<file path="src/sv/pmrt_pkg.sv">
// Package for the pattern match run tracker: shared constants, register
// index codes, the front-to-back item type and small helper functions.
// No dependencies.
package pmrt_pkg;

   // Default sizing
   localparam int              PATTERN_MAX = 32;
   localparam longint unsigned TEXT_MAX    = 64'd16777216;

   // Pattern register file
   localparam int PAT_BYTES      = 32;
   localparam int PAT_BYTE_IDX_W = $clog2(PAT_BYTES);
   localparam int BYTES_PER_REG  = 8;
   localparam int LEN_W          = 6;

   // Configuration port
   localparam int CSR_DATA_W  = 64;
   localparam int CSR_INDEX_W = 3;

   localparam logic [CSR_INDEX_W-1:0] CSR_PATTERN_LENGTH  = 3'd0;
   localparam logic [CSR_INDEX_W-1:0] CSR_PATTERN_BYTES_0 = 3'd1;
   localparam logic [CSR_INDEX_W-1:0] CSR_PATTERN_BYTES_1 = 3'd2;
   localparam logic [CSR_INDEX_W-1:0] CSR_PATTERN_BYTES_2 = 3'd3;
   localparam logic [CSR_INDEX_W-1:0] CSR_PATTERN_BYTES_3 = 3'd4;

   // Result field widths
   localparam int COUNT_W     = 25;
   localparam int OUT_SHIFT_W = 24;
   localparam logic [COUNT_W-1:0] COUNT_SAT = '1;

   // Shift as carried between front and back (wide enough for the default TEXT_MAX)
   localparam int ITEM_SHIFT_W = 32;

   // Decoupling queue
   localparam int QUEUE_DEPTH = 2;
   localparam int QUEUE_PTR_W = $clog2(QUEUE_DEPTH);
   localparam int QUEUE_CNT_W = $clog2(QUEUE_DEPTH + 1);

   // One classified text byte, front to back
   typedef struct packed {
      logic                    found;
      logic [ITEM_SHIFT_W-1:0] shift;
      logic [LEN_W-1:0]        len;
      logic                    last;
      logic                    overflow;
   } item_type;

   // Saturating increment of a count
   function automatic logic [COUNT_W-1:0] sat_inc(input logic [COUNT_W-1:0] v);
      logic [COUNT_W-1:0] r;
      r = (v == COUNT_SAT) ? COUNT_SAT : v + COUNT_W'(1);
      return r;
   endfunction

endpackage

</file>
<file path="src/sv/pmrt_front.sv">
// Front end of the pattern match run tracker: pattern registers, byte window,
// position counter and the parallel window compare. Depends on pmrt_pkg.
module pmrt_front #(
   parameter int              PATTERN_MAX = pmrt_pkg::PATTERN_MAX,
   parameter longint unsigned TEXT_MAX    = pmrt_pkg::TEXT_MAX
) (
   input  logic                                 clock,
   input  logic                                 reset,
   input  logic                                 csr_write_en,
   input  logic [pmrt_pkg::CSR_INDEX_W-1:0]     csr_index,
   input  logic [pmrt_pkg::CSR_DATA_W-1:0]      csr_data,
   input  logic                                 accept,
   input  logic [7:0]                           text_byte,
   input  logic                                 last_byte,
   output pmrt_pkg::item_type                   item
);

   localparam int WIN   = (PATTERN_MAX < pmrt_pkg::PAT_BYTES) ? PATTERN_MAX
                                                              : pmrt_pkg::PAT_BYTES;
   localparam int POS_W = $clog2(TEXT_MAX + 64'd1);
   localparam int LEN_W = pmrt_pkg::LEN_W;

   logic [LEN_W-1:0]                 len_ff, len_in;
   logic [pmrt_pkg::PAT_BYTES-1:0][7:0] pat_ff, pat_in;
   logic [WIN-1:0][7:0]              wnd_ff, wnd_in, wnd_next;
   logic [POS_W-1:0]                 pos_ff, pos_in;
   logic                             ovf_ff, ovf_in;

   logic [LEN_W-1:0]                 eff_len;
   logic [WIN-1:0]                   hit;
   logic                             pos_ok;
   logic [POS_W:0]                   pos_plus;
   logic [POS_W:0]                   shift_full;
   logic                             found;

   // Decode configuration writes
   always_comb begin
      len_in = len_ff;
      pat_in = pat_ff;
      if (csr_write_en) begin
         unique case (csr_index)
            pmrt_pkg::CSR_PATTERN_LENGTH: begin
               len_in = csr_data[LEN_W-1:0];
            end
            pmrt_pkg::CSR_PATTERN_BYTES_0: begin
               pat_in[7:0] = csr_data;
            end
            pmrt_pkg::CSR_PATTERN_BYTES_1: begin
               pat_in[15:8] = csr_data;
            end
            pmrt_pkg::CSR_PATTERN_BYTES_2: begin
               pat_in[23:16] = csr_data;
            end
            pmrt_pkg::CSR_PATTERN_BYTES_3: begin
               pat_in[31:24] = csr_data;
            end
            default: begin
            end
         endcase
      end
   end

   // Clamp the configured length to 1..WIN
   always_comb begin
      if (len_ff == '0) begin
         eff_len = LEN_W'(1);
      end else if (len_ff > LEN_W'(WIN)) begin
         eff_len = LEN_W'(WIN);
      end else begin
         eff_len = len_ff;
      end
   end

   // Window after this beat: newest byte at slot 0
   always_comb begin
      wnd_next[0] = text_byte;
      for (int k = 1; k < WIN; k++) begin
         wnd_next[k] = wnd_ff[k-1];
      end
   end

   // Compare each window slot with the pattern byte that lines up with it
   always_comb begin
      logic [LEN_W-1:0] pidx;
      for (int i = 0; i < WIN; i++) begin
         pidx   = eff_len - LEN_W'(1) - LEN_W'(i);
         hit[i] = (LEN_W'(i) >= eff_len) ||
                  (wnd_next[i] == pat_ff[pidx[pmrt_pkg::PAT_BYTE_IDX_W-1:0]]);
      end
   end

   // Classify the beat
   assign pos_ok     = (pos_ff < POS_W'(TEXT_MAX));
   assign pos_plus   = {1'b0, pos_ff} + (POS_W+1)'(1);
   assign found      = pos_ok && (pos_plus >= (POS_W+1)'(eff_len)) && (&hit);
   assign shift_full = found ? (pos_plus - (POS_W+1)'(eff_len)) : '0;

   always_comb begin
      item.found    = found;
      item.shift    = pmrt_pkg::ITEM_SHIFT_W'(shift_full);
      item.len      = eff_len;
      item.last     = last_byte;
      item.overflow = ovf_ff || !pos_ok;
   end

   // Advance window and position; drop all text state after the last beat
   always_comb begin
      wnd_in = wnd_ff;
      pos_in = pos_ff;
      ovf_in = ovf_ff;
      if (accept) begin
         if (last_byte) begin
            wnd_in = '0;
            pos_in = '0;
            ovf_in = 1'b0;
         end else begin
            wnd_in = wnd_next;
            if (pos_ok) begin
               pos_in = pos_plus[POS_W-1:0];
            end else begin
               ovf_in = 1'b1;
            end
         end
      end
   end

   always_ff @(posedge clock) begin
      if (reset) begin
         len_ff <= LEN_W'(1);
         pat_ff <= '0;
         wnd_ff <= '0;
         pos_ff <= '0;
         ovf_ff <= 1'b0;
      end else begin
         len_ff <= len_in;
         pat_ff <= pat_in;
         wnd_ff <= wnd_in;
         pos_ff <= pos_in;
         ovf_ff <= ovf_in;
      end
   end

endmodule

</file>
<file path="src/sv/pmrt_queue.sv">
// Short queue of classified items between front and back end.
// Depends on pmrt_pkg.
module pmrt_queue (
   input  logic               clock,
   input  logic               reset,
   input  logic               wr_en,
   input  pmrt_pkg::item_type wr_item,
   output logic               full,
   input  logic               rd_en,
   output pmrt_pkg::item_type rd_item,
   output logic               empty
);

   localparam int PTR_W = pmrt_pkg::QUEUE_PTR_W;
   localparam int CNT_W = pmrt_pkg::QUEUE_CNT_W;

   pmrt_pkg::item_type        mem_ff [pmrt_pkg::QUEUE_DEPTH];
   logic [PTR_W-1:0]          wr_ptr_ff, wr_ptr_in;
   logic [PTR_W-1:0]          rd_ptr_ff, rd_ptr_in;
   logic [CNT_W-1:0]          cnt_ff, cnt_in;

   assign full    = (cnt_ff == CNT_W'(pmrt_pkg::QUEUE_DEPTH));
   assign empty   = (cnt_ff == '0);
   assign rd_item = mem_ff[rd_ptr_ff];

   // Advance pointers and occupancy
   always_comb begin
      wr_ptr_in = wr_en ? wr_ptr_ff + PTR_W'(1) : wr_ptr_ff;
      rd_ptr_in = rd_en ? rd_ptr_ff + PTR_W'(1) : rd_ptr_ff;
      cnt_in    = cnt_ff + CNT_W'(wr_en) - CNT_W'(rd_en);
   end

   always_ff @(posedge clock) begin
      if (reset) begin
         wr_ptr_ff <= '0;
         rd_ptr_ff <= '0;
         cnt_ff    <= '0;
      end else begin
         wr_ptr_ff <= wr_ptr_in;
         rd_ptr_ff <= rd_ptr_in;
         cnt_ff    <= cnt_in;
      end
   end

   // Store the entry
   always_ff @(posedge clock) begin
      if (wr_en) begin
         mem_ff[wr_ptr_ff] <= wr_item;
      end
   end

endmodule

</file>
<file path="src/sv/pmrt_back.sv">
// Back end of the pattern match run tracker: match count, run tracking and
// the registered result stage. Depends on pmrt_pkg.
module pmrt_back #(
   parameter longint unsigned TEXT_MAX = pmrt_pkg::TEXT_MAX
) (
   input  logic                               clock,
   input  logic                               reset,
   input  logic                               q_empty,
   input  pmrt_pkg::item_type                 q_item,
   output logic                               q_pop,
   input  logic                               pop,
   output logic                               empty,
   output logic                               rsp_match_found,
   output logic [pmrt_pkg::OUT_SHIFT_W-1:0]   rsp_match_shift,
   output logic                               rsp_is_last,
   output logic [pmrt_pkg::COUNT_W-1:0]       rsp_match_count,
   output logic [pmrt_pkg::COUNT_W-1:0]       rsp_best_run_length,
   output logic signed [pmrt_pkg::COUNT_W-1:0] rsp_best_run_start,
   output logic                               rsp_position_overflow
);

   localparam int SHIFT_W = $clog2(TEXT_MAX);
   localparam int CW      = pmrt_pkg::COUNT_W;
   localparam int OSW     = pmrt_pkg::OUT_SHIFT_W;

   logic [SHIFT_W-1:0] prev_ff, prev_in;
   logic               any_ff, any_in;
   logic [CW-1:0]      count_ff, count_in;
   logic [CW-1:0]      cur_len_ff, cur_len_in;
   logic [SHIFT_W-1:0] cur_start_ff, cur_start_in;
   logic [CW-1:0]      long_len_ff, long_len_in;
   logic [CW-1:0]      long_start_ff, long_start_in;

   logic               out_valid_ff, out_valid_in;
   logic               out_found_ff;
   logic [OSW-1:0]     out_shift_ff;
   logic               out_last_ff;
   logic [CW-1:0]      out_count_ff;
   logic [CW-1:0]      out_len_ff;
   logic [CW-1:0]      out_start_ff;
   logic               out_ovf_ff;

   logic [SHIFT_W-1:0] shift;
   logic [SHIFT_W:0]   gap;
   logic               in_run;
   logic [CW-1:0]      cur_len_inc;
   logic [63:0]        shift64;
   logic [63:0]        cur_start64;

   // Take an item when the result stage is free or drains this cycle
   assign q_pop = !q_empty && (!out_valid_ff || pop);

   assign shift       = q_item.shift[SHIFT_W-1:0];
   assign gap         = {1'b0, shift} - {1'b0, prev_ff};
   assign in_run      = any_ff && (gap == (SHIFT_W+1)'(q_item.len));
   assign cur_len_inc = pmrt_pkg::sat_inc(cur_len_ff);
   assign shift64     = 64'(shift);
   assign cur_start64 = 64'(cur_start_ff);

   // Update count and runs for a found occurrence
   always_comb begin
      prev_in       = prev_ff;
      any_in        = any_ff;
      count_in      = count_ff;
      cur_len_in    = cur_len_ff;
      cur_start_in  = cur_start_ff;
      long_len_in   = long_len_ff;
      long_start_in = long_start_ff;
      if (q_item.found) begin
         count_in = pmrt_pkg::sat_inc(count_ff);
         if (in_run) begin
            cur_len_in = cur_len_inc;
            if (cur_len_inc > long_len_ff) begin
               long_len_in   = cur_len_inc;
               long_start_in = cur_start64[CW-1:0];
            end
         end else begin
            cur_len_in   = CW'(1);
            cur_start_in = shift;
            if (long_len_ff == '0) begin
               long_len_in   = CW'(1);
               long_start_in = shift64[CW-1:0];
            end
         end
         prev_in = shift;
         any_in  = 1'b1;
      end
   end

   // Hold the run state; clear it after the last beat of a text
   always_ff @(posedge clock) begin
      if (reset || (q_pop && q_item.last)) begin
         prev_ff       <= '0;
         any_ff        <= 1'b0;
         count_ff      <= '0;
         cur_len_ff    <= '0;
         cur_start_ff  <= '0;
         long_len_ff   <= '0;
         long_start_ff <= '1;
      end else if (q_pop) begin
         prev_ff       <= prev_in;
         any_ff        <= any_in;
         count_ff      <= count_in;
         cur_len_ff    <= cur_len_in;
         cur_start_ff  <= cur_start_in;
         long_len_ff   <= long_len_in;
         long_start_ff <= long_start_in;
      end
   end

   // Result stage valid
   always_comb begin
      out_valid_in = out_valid_ff;
      if (q_pop) begin
         out_valid_in = 1'b1;
      end else if (pop) begin
         out_valid_in = 1'b0;
      end
   end

   always_ff @(posedge clock) begin
      if (reset) begin
         out_valid_ff <= 1'b0;
      end else begin
         out_valid_ff <= out_valid_in;
      end
   end

   // Load the result payload; summary fields only on the last beat
   always_ff @(posedge clock) begin
      if (q_pop) begin
         out_found_ff <= q_item.found;
         out_shift_ff <= shift64[OSW-1:0];
         out_last_ff  <= q_item.last;
         out_count_ff <= q_item.last ? count_in      : '0;
         out_len_ff   <= q_item.last ? long_len_in   : '0;
         out_start_ff <= q_item.last ? long_start_in : '0;
         out_ovf_ff   <= q_item.last && q_item.overflow;
      end
   end

   assign empty                 = !out_valid_ff;
   assign rsp_match_found       = out_found_ff;
   assign rsp_match_shift       = out_shift_ff;
   assign rsp_is_last           = out_last_ff;
   assign rsp_match_count       = out_count_ff;
   assign rsp_best_run_length   = out_len_ff;
   assign rsp_best_run_start    = out_start_ff;
   assign rsp_position_overflow = out_ovf_ff;

endmodule

</file>
<file path="src/sv/pattern_match_run_tracker.sv">
// Top level of the pattern match run tracker: front end, decoupling queue and
// back end. Depends on pmrt_pkg, pmrt_front, pmrt_queue and pmrt_back.
//
//   channel   handshake          beat
//   -------   ----------------   ---------------------------------------------
//   request   push / full        req_text_byte, req_last_byte
//   response  pop / empty        rsp_match_found .. rsp_position_overflow
//   csr       csr_write_en       csr_index, csr_data (no wait, no read-back)
//
// One text byte per cycle sustained while full stays low. A byte is compared
// against the full window in the cycle it is taken; its result reaches the
// response side through the queue entry, then the result register.
// Reset is synchronous; there is no clearing pass.
// A stalled response fills the two-entry queue, after which full rises.
module pattern_match_run_tracker #(
   parameter int              PATTERN_MAX = pmrt_pkg::PATTERN_MAX,
   parameter longint unsigned TEXT_MAX    = pmrt_pkg::TEXT_MAX
) (
   input  logic                                clock,
   input  logic                                reset,
   input  logic                                csr_write_en,
   input  logic [pmrt_pkg::CSR_INDEX_W-1:0]    csr_index,
   input  logic [pmrt_pkg::CSR_DATA_W-1:0]     csr_data,
   input  logic                                push,
   output logic                                full,
   input  logic [7:0]                          req_text_byte,
   input  logic                                req_last_byte,
   output logic                                empty,
   input  logic                                pop,
   output logic                                rsp_match_found,
   output logic [pmrt_pkg::OUT_SHIFT_W-1:0]    rsp_match_shift,
   output logic                                rsp_is_last,
   output logic [pmrt_pkg::COUNT_W-1:0]        rsp_match_count,
   output logic [pmrt_pkg::COUNT_W-1:0]        rsp_best_run_length,
   output logic signed [pmrt_pkg::COUNT_W-1:0] rsp_best_run_start,
   output logic                                rsp_position_overflow
);

   logic               accept;
   logic               q_full;
   logic               q_empty;
   logic               q_pop;
   pmrt_pkg::item_type front_item;
   pmrt_pkg::item_type q_item;

   assign full   = q_full;
   assign accept = push && !q_full;

   // Classify incoming bytes
   pmrt_front #(
      .PATTERN_MAX (PATTERN_MAX),
      .TEXT_MAX    (TEXT_MAX)
   ) u_front (
      .clock        (clock),
      .reset        (reset),
      .csr_write_en (csr_write_en),
      .csr_index    (csr_index),
      .csr_data     (csr_data),
      .accept       (accept),
      .text_byte    (req_text_byte),
      .last_byte    (req_last_byte),
      .item         (front_item)
   );

   // Decouple front and back
   pmrt_queue u_queue (
      .clock   (clock),
      .reset   (reset),
      .wr_en   (accept),
      .wr_item (front_item),
      .full    (q_full),
      .rd_en   (q_pop),
      .rd_item (q_item),
      .empty   (q_empty)
   );

   // Track counts and runs, register the response
   pmrt_back #(
      .TEXT_MAX (TEXT_MAX)
   ) u_back (
      .clock                 (clock),
      .reset                 (reset),
      .q_empty               (q_empty),
      .q_item                (q_item),
      .q_pop                 (q_pop),
      .pop                   (pop),
      .empty                 (empty),
      .rsp_match_found       (rsp_match_found),
      .rsp_match_shift       (rsp_match_shift),
      .rsp_is_last           (rsp_is_last),
      .rsp_match_count       (rsp_match_count),
      .rsp_best_run_length   (rsp_best_run_length),
      .rsp_best_run_start    (rsp_best_run_start),
      .rsp_position_overflow (rsp_position_overflow)
   );

endmodule
</file>
<file path="config.mk">
export PLATFORM = sky130hd
export DESIGN_NAME = pattern_match_run_tracker
export DESIGN_NICKNAME = d
export VERILOG_FILES = /design/src/sv/pmrt_pkg.sv /design/src/sv/pmrt_front.sv /design/src/sv/pmrt_queue.sv /design/src/sv/pmrt_back.sv /design/src/sv/pattern_match_run_tracker.sv
export SDC_FILE = /design/constraint.sdc
export NUM_CORES = 2
export LEC_CHECK = 0
export ABC_AREA = 0
export BUFFER_PORTS_ARGS = -buffer_cell sky130_fd_sc_hd__buf_2
export CAP_MARGIN = 15
export CORE_ASPECT_RATIO = 1.5
export CORE_UTILIZATION = 66
export CTS_BUF_LIST = sky130_fd_sc_hd__clkbuf_2 sky130_fd_sc_hd__clkbuf_4 sky130_fd_sc_hd__clkbuf_8
export DETAILED_ROUTE_END_ITERATION = 8
export PLACE_DENSITY = 0.84
export SYNTH_ARGS = -nofsm -noshare
export SYNTH_HDL_FRONTEND = slang
export SYNTH_HIERARCHICAL = 1
export SYNTH_SLANG_ARGS = --single-unit
</file>
<file path="constraint.sdc">
create_clock -name clock -period 6.7 [get_ports clock]
set_input_delay 1.005 -clock clock [delete_from_list [all_inputs] [get_ports clock]]
set_output_delay 1.005 -clock clock [all_outputs]
set_load 0.03 [all_outputs]
</file>
==> results of run 1 <==
## per-stage QoR
| step | hold WS (ns) | utilization (%) | std cells | area [sq um] | worst slack [ns] |
|---|---|---|---|---|---|
| global placement | 0.441 | 69.0 | 8612 | 65000 | 0.499 |
| CTS | 0.308 | 72.2 | 8855 | 68100 | 0.255 |
| detailed placement | 0.448 | 69.0 | 8613 | 65100 | 0.348 |
| floorplan | 0.436 | - | 7544 | 62800 | 0.628 |
## layer usage
layer,GRT overflow,GRT usage [%]
met5,0,6.94
met4,32,71.1
met3,0,44.6
met2,35,89.6
met1,0,67.5
==> results.cfg, run 1 <==
[run_status]
status = stopped before the end
stop_stage = global routing (5_1_grt)
error = [ERROR GRT-0116] Global routing finished with congestion. Check the congestion regions in the DRC Viewer.

[place]
portBuffers = 184
place_hpwl_mm = 219
place.gp.congestion = 1.38

[global_routing]
grt_max_degree = 247
grt_pass1_vias = 66200
overflow = 67
grt_pass1_wl_mm = 481
grt_usage_pct = 67.7

[floorplan]
chipWidth_um = 254
initial_core_util_pct = 66.6
pin_count = 185
rows = 138
die_h_um = 380

[cts]
cts_inserted_buffers = 133
root_buffer = clkbuf_8
post_cts_buffers = 0
h-tree-depth = 4
cts_resized = 0
ctsHoldBuffers = 0
clockBufferDepth = 3

[logic_synthesis]
synthesis.area_sq_um = 62800
avgSynthCellArea_sq_um = 8.33
syn-num-nets = 7698
yosys_warnings = 6
syn_inst = 7544
==> run 2: changes to the inputs <==
--- a/config.mk
+++ b/config.mk
@@ -8,11 +8,9 @@
 export ABC_AREA = 0
 export BUFFER_PORTS_ARGS = -buffer_cell sky130_fd_sc_hd__buf_2
 export CAP_MARGIN = 15
-export CORE_ASPECT_RATIO = 1.5
-export CORE_UTILIZATION = 66
-export CTS_BUF_LIST = sky130_fd_sc_hd__clkbuf_2 sky130_fd_sc_hd__clkbuf_4 sky130_fd_sc_hd__clkbuf_8
+export CORE_UTILIZATION = 40
 export DETAILED_ROUTE_END_ITERATION = 8
-export PLACE_DENSITY = 0.84
+export PLACE_DENSITY_LB_ADDON = 0.15
 export SYNTH_ARGS = -nofsm -noshare
 export SYNTH_HDL_FRONTEND = slang
 export SYNTH_HIERARCHICAL = 1
==> results.cfg, run 2 <==
[cells_and_area]
drive_gt1_share_pct = 14.6
final_util_pct = 44.9
nets = 7672
top_regs = u_front/pat_ff x256, u_front/wnd_ff x248, u_queue/mem_ff x66
area_growth_pct = 11.6
final_cell_mix = nand2_1, a21oi_1, dfxtp_1
largest_register_ffs = 256
final_common_cell = nand2_1
fillers = 15600
top_register = u_front/pat_ff
final_cell_count_no_fill = 9676

[cts]
cts_tree = built
ctsHoldBuffers = 0
numClockSinks = 859
cts_inserted_buffers = 100
clockBufferDepth = 3
cts_resized = 0
clk_latency_ns = 0.77
clk_pin_slew_worst_paths_ns = 0.07
post_cts_buffers = 0
h-tree-depth = 3
root_buffer = clkbuf_16

[drt]
vias = 62600
wl_per_cell_um = 34.7
first_iter_violations = 8280
vias_per_cell = 6.47
detail-route-antenna-nets = 0
dr.pass1.iters = 6
postRouteWirelength_mm = 336
drc = 0

[critical_path]
crit_path_end = u_queue/mem_ff[1][13]$_DFFE_PP_
startpoint = u_front/len_ff[1]$_SDFFE_PP0P_
endpoint_kind = flip-flop
worstPathRequired_ns = 7.23
crit_path_max_fanout = 35
crit_buf_inv = 3
r2r_cells = 16
rrSetupSlack_ns = 0.19
cp_cell_sequence = nand2_1 > ha_1 > nor3b_1 > a222oi_1 > buf_12 > xor2_2 > buf_4 > mux4_2 > xnor2_1 > nor4_1 > a211oi_1 > a311o_1 > a2111oi_4 > nand4_4 > buf_12 > nor4_1
critPathLaunchType = flip-flop
rr_endpoint = u_queue/mem_ff[1][13]$_DFFE_PP_
cp_num_cells = 16
rr_startpoint = u_front/len_ff[1]$_SDFFE_PP0P_
cp_top_family = compound AO/OA/AOI/OAI gates
critPathKind = flip-flop to flip-flop
cp_slowest_cell = dfxtp_4
cpPeakStageDelay_ns = 0.67
arrival_ns = 7.04

[global_routing]
overflow = 0
grt_pass1_vias = 57000
grt_max_degree = 180
grt_usage_pct = 40.9
grt_pass1_wl_mm = 461
antenna_found_initial = 28

[floorplan]
dieArea_sq_um = 159000
chipWidth_um = 398
pin_count = 185
die_h_um = 398
core_area_sq_um = 156000
initial_core_util_pct = 40.3
rows = 145

[logic_synthesis]
yosys_warnings = 6
synthesis.area_sq_um = 62800
syn_inst = 7544
syn-num-nets = 7698
avgSynthCellArea_sq_um = 8.33

[timing]
finalCritPeriodShare_pct = 97.2
fin_ws_ns = 0.191
drv_slew = 0
tns_ns = 0
finalHoldViolations = 0
fin_worst_hold_slack_ns = 0.456
rsz0062_at_grt = false
max_freq_mhz = 154
min_period_ns = 6.51
worst_pin_slew_ns = 1.49
setup_viol = 0
fin_skew_ns = 0.0437
max-slew-margin-rel_pct = 0.430

[place]
portBuffers = 184
place.gp.congestion = 1.09
place_hpwl_mm = 255
place_inst = 9471
place_ws_ns = 0.255

[pwr]
pwr-share-clk_pct = 31.4
p_leak_nw = 24.7
switching_share_pct = 38.3
p_int_mw = 11.1
seqPwrFrac_pct = 34.5
p_sw_mw = 6.88
ir_drop_v = 0.000239
powerDensity_nw_per_um2 = 256
comb_power_share_pct = 34.1

[min_path]
hold_path_class = flip-flop to flip-flop
min_path_cells = 2

[run_status]
status = completed

[job]
drv_cap = 0
-- run 2: per-stage QoR --
step / total power, mW / cell area, sq um
2_1_floorplan: 10.3 / 62800
3_3_place_gp: 12.3 / 66600
3_5_place_dp: 12.3 / 66700
4_1_cts: 18.0 / 70000
5_1_grt: 18.6 / 70100
6_report: 18.0 / 70100
-- run 2: power groups by stage --
stage / registers [mW] / logic (mW) / clock network (mW)
detailed placement: 6.30 / 6.03 / 0
global route: 6.24 / 6.45 / 5.92
CTS: 6.19 / 6.05 / 5.74
finish: 6.19 / 6.12 / 5.64
floorplan: 6.75 / 3.53 / 0
global placement: 6.29 / 6.03 / 0
-- run 2: area by class of cell --
| type | instances | area, sq um | share of cell area, % |
|---|---|---|---|
| flip-flops and latches | 859 | 18900 | 26.9 |
| inverters | 135 | 517 | 0.737 |
| diodes | 18 | 45.0 | 0.0642 |
| clock inverters | 43 | 531 | 0.757 |
| clock buffers | 141 | 2830 | 4.03 |
| repair buffers | 535 | 3990 | 5.70 |
| multi-input cells | 5887 | 40700 | 58.1 |
| well taps | 2058 | 2570 | 3.67 |
-- run 2: layer usage --
layer / vias to the layer above / GRT usage (%) / part of all wire (%)
met5: - / 0 / 0.023
met4: 12 / 30.3 / 8.7
met3: 767 / 8.58 / 8.3
met2: 3192 / 62.1 / 43
met1: 30900 / 51.1 / 40
li1: 27800 / - / -
-- run 2: worst min-delay path by stage --
stage | from | end | slack (ns)
final | u_back/prev_ff[10]$_SDFFE_PP0P_ | u_back/prev_ff[10]$_SDFFE_PP0P_ | 0.46
after detailed placement | u_back/prev_ff[3]$_SDFFE_PP0P_ | u_back/prev_ff[3]$_SDFFE_PP0P_ | 0.45
after global placement | u_back/prev_ff[18]$_SDFFE_PP0P_ | u_back/prev_ff[18]$_SDFFE_PP0P_ | 0.44
after global routing | u_back/prev_ff[10]$_SDFFE_PP0P_ | u_back/prev_ff[10]$_SDFFE_PP0P_ | 0.47
after CTS | u_back/prev_ff[3]$_SDFFE_PP0P_ | u_back/prev_ff[3]$_SDFFE_PP0P_ | 0.46
after floorplan | u_back/prev_ff[10]$_SDFFE_PP0P_ | u_back/prev_ff[10]$_SDFFE_PP0P_ | 0.44
-- run 2: worst register-to-register path: stages, from the launching register on --
cell and delay, ns:
dfxtp_4 0.67, nand2_1 0.19, ha_1 0.35, nor3b_1 0.20, a222oi_1 0.53, buf_12 0.36
xor2_2 0.61, buf_4 0.33, mux4_2 0.58, xnor2_1 0.15, nor4_1 0.29, a211oi_1 0.25
a311o_1 0.38, a2111oi_4 0.48, nand4_4 0.25, buf_12 0.24, nor4_1 0.41
No activity file was read; power rests on OpenSTA's default activity.
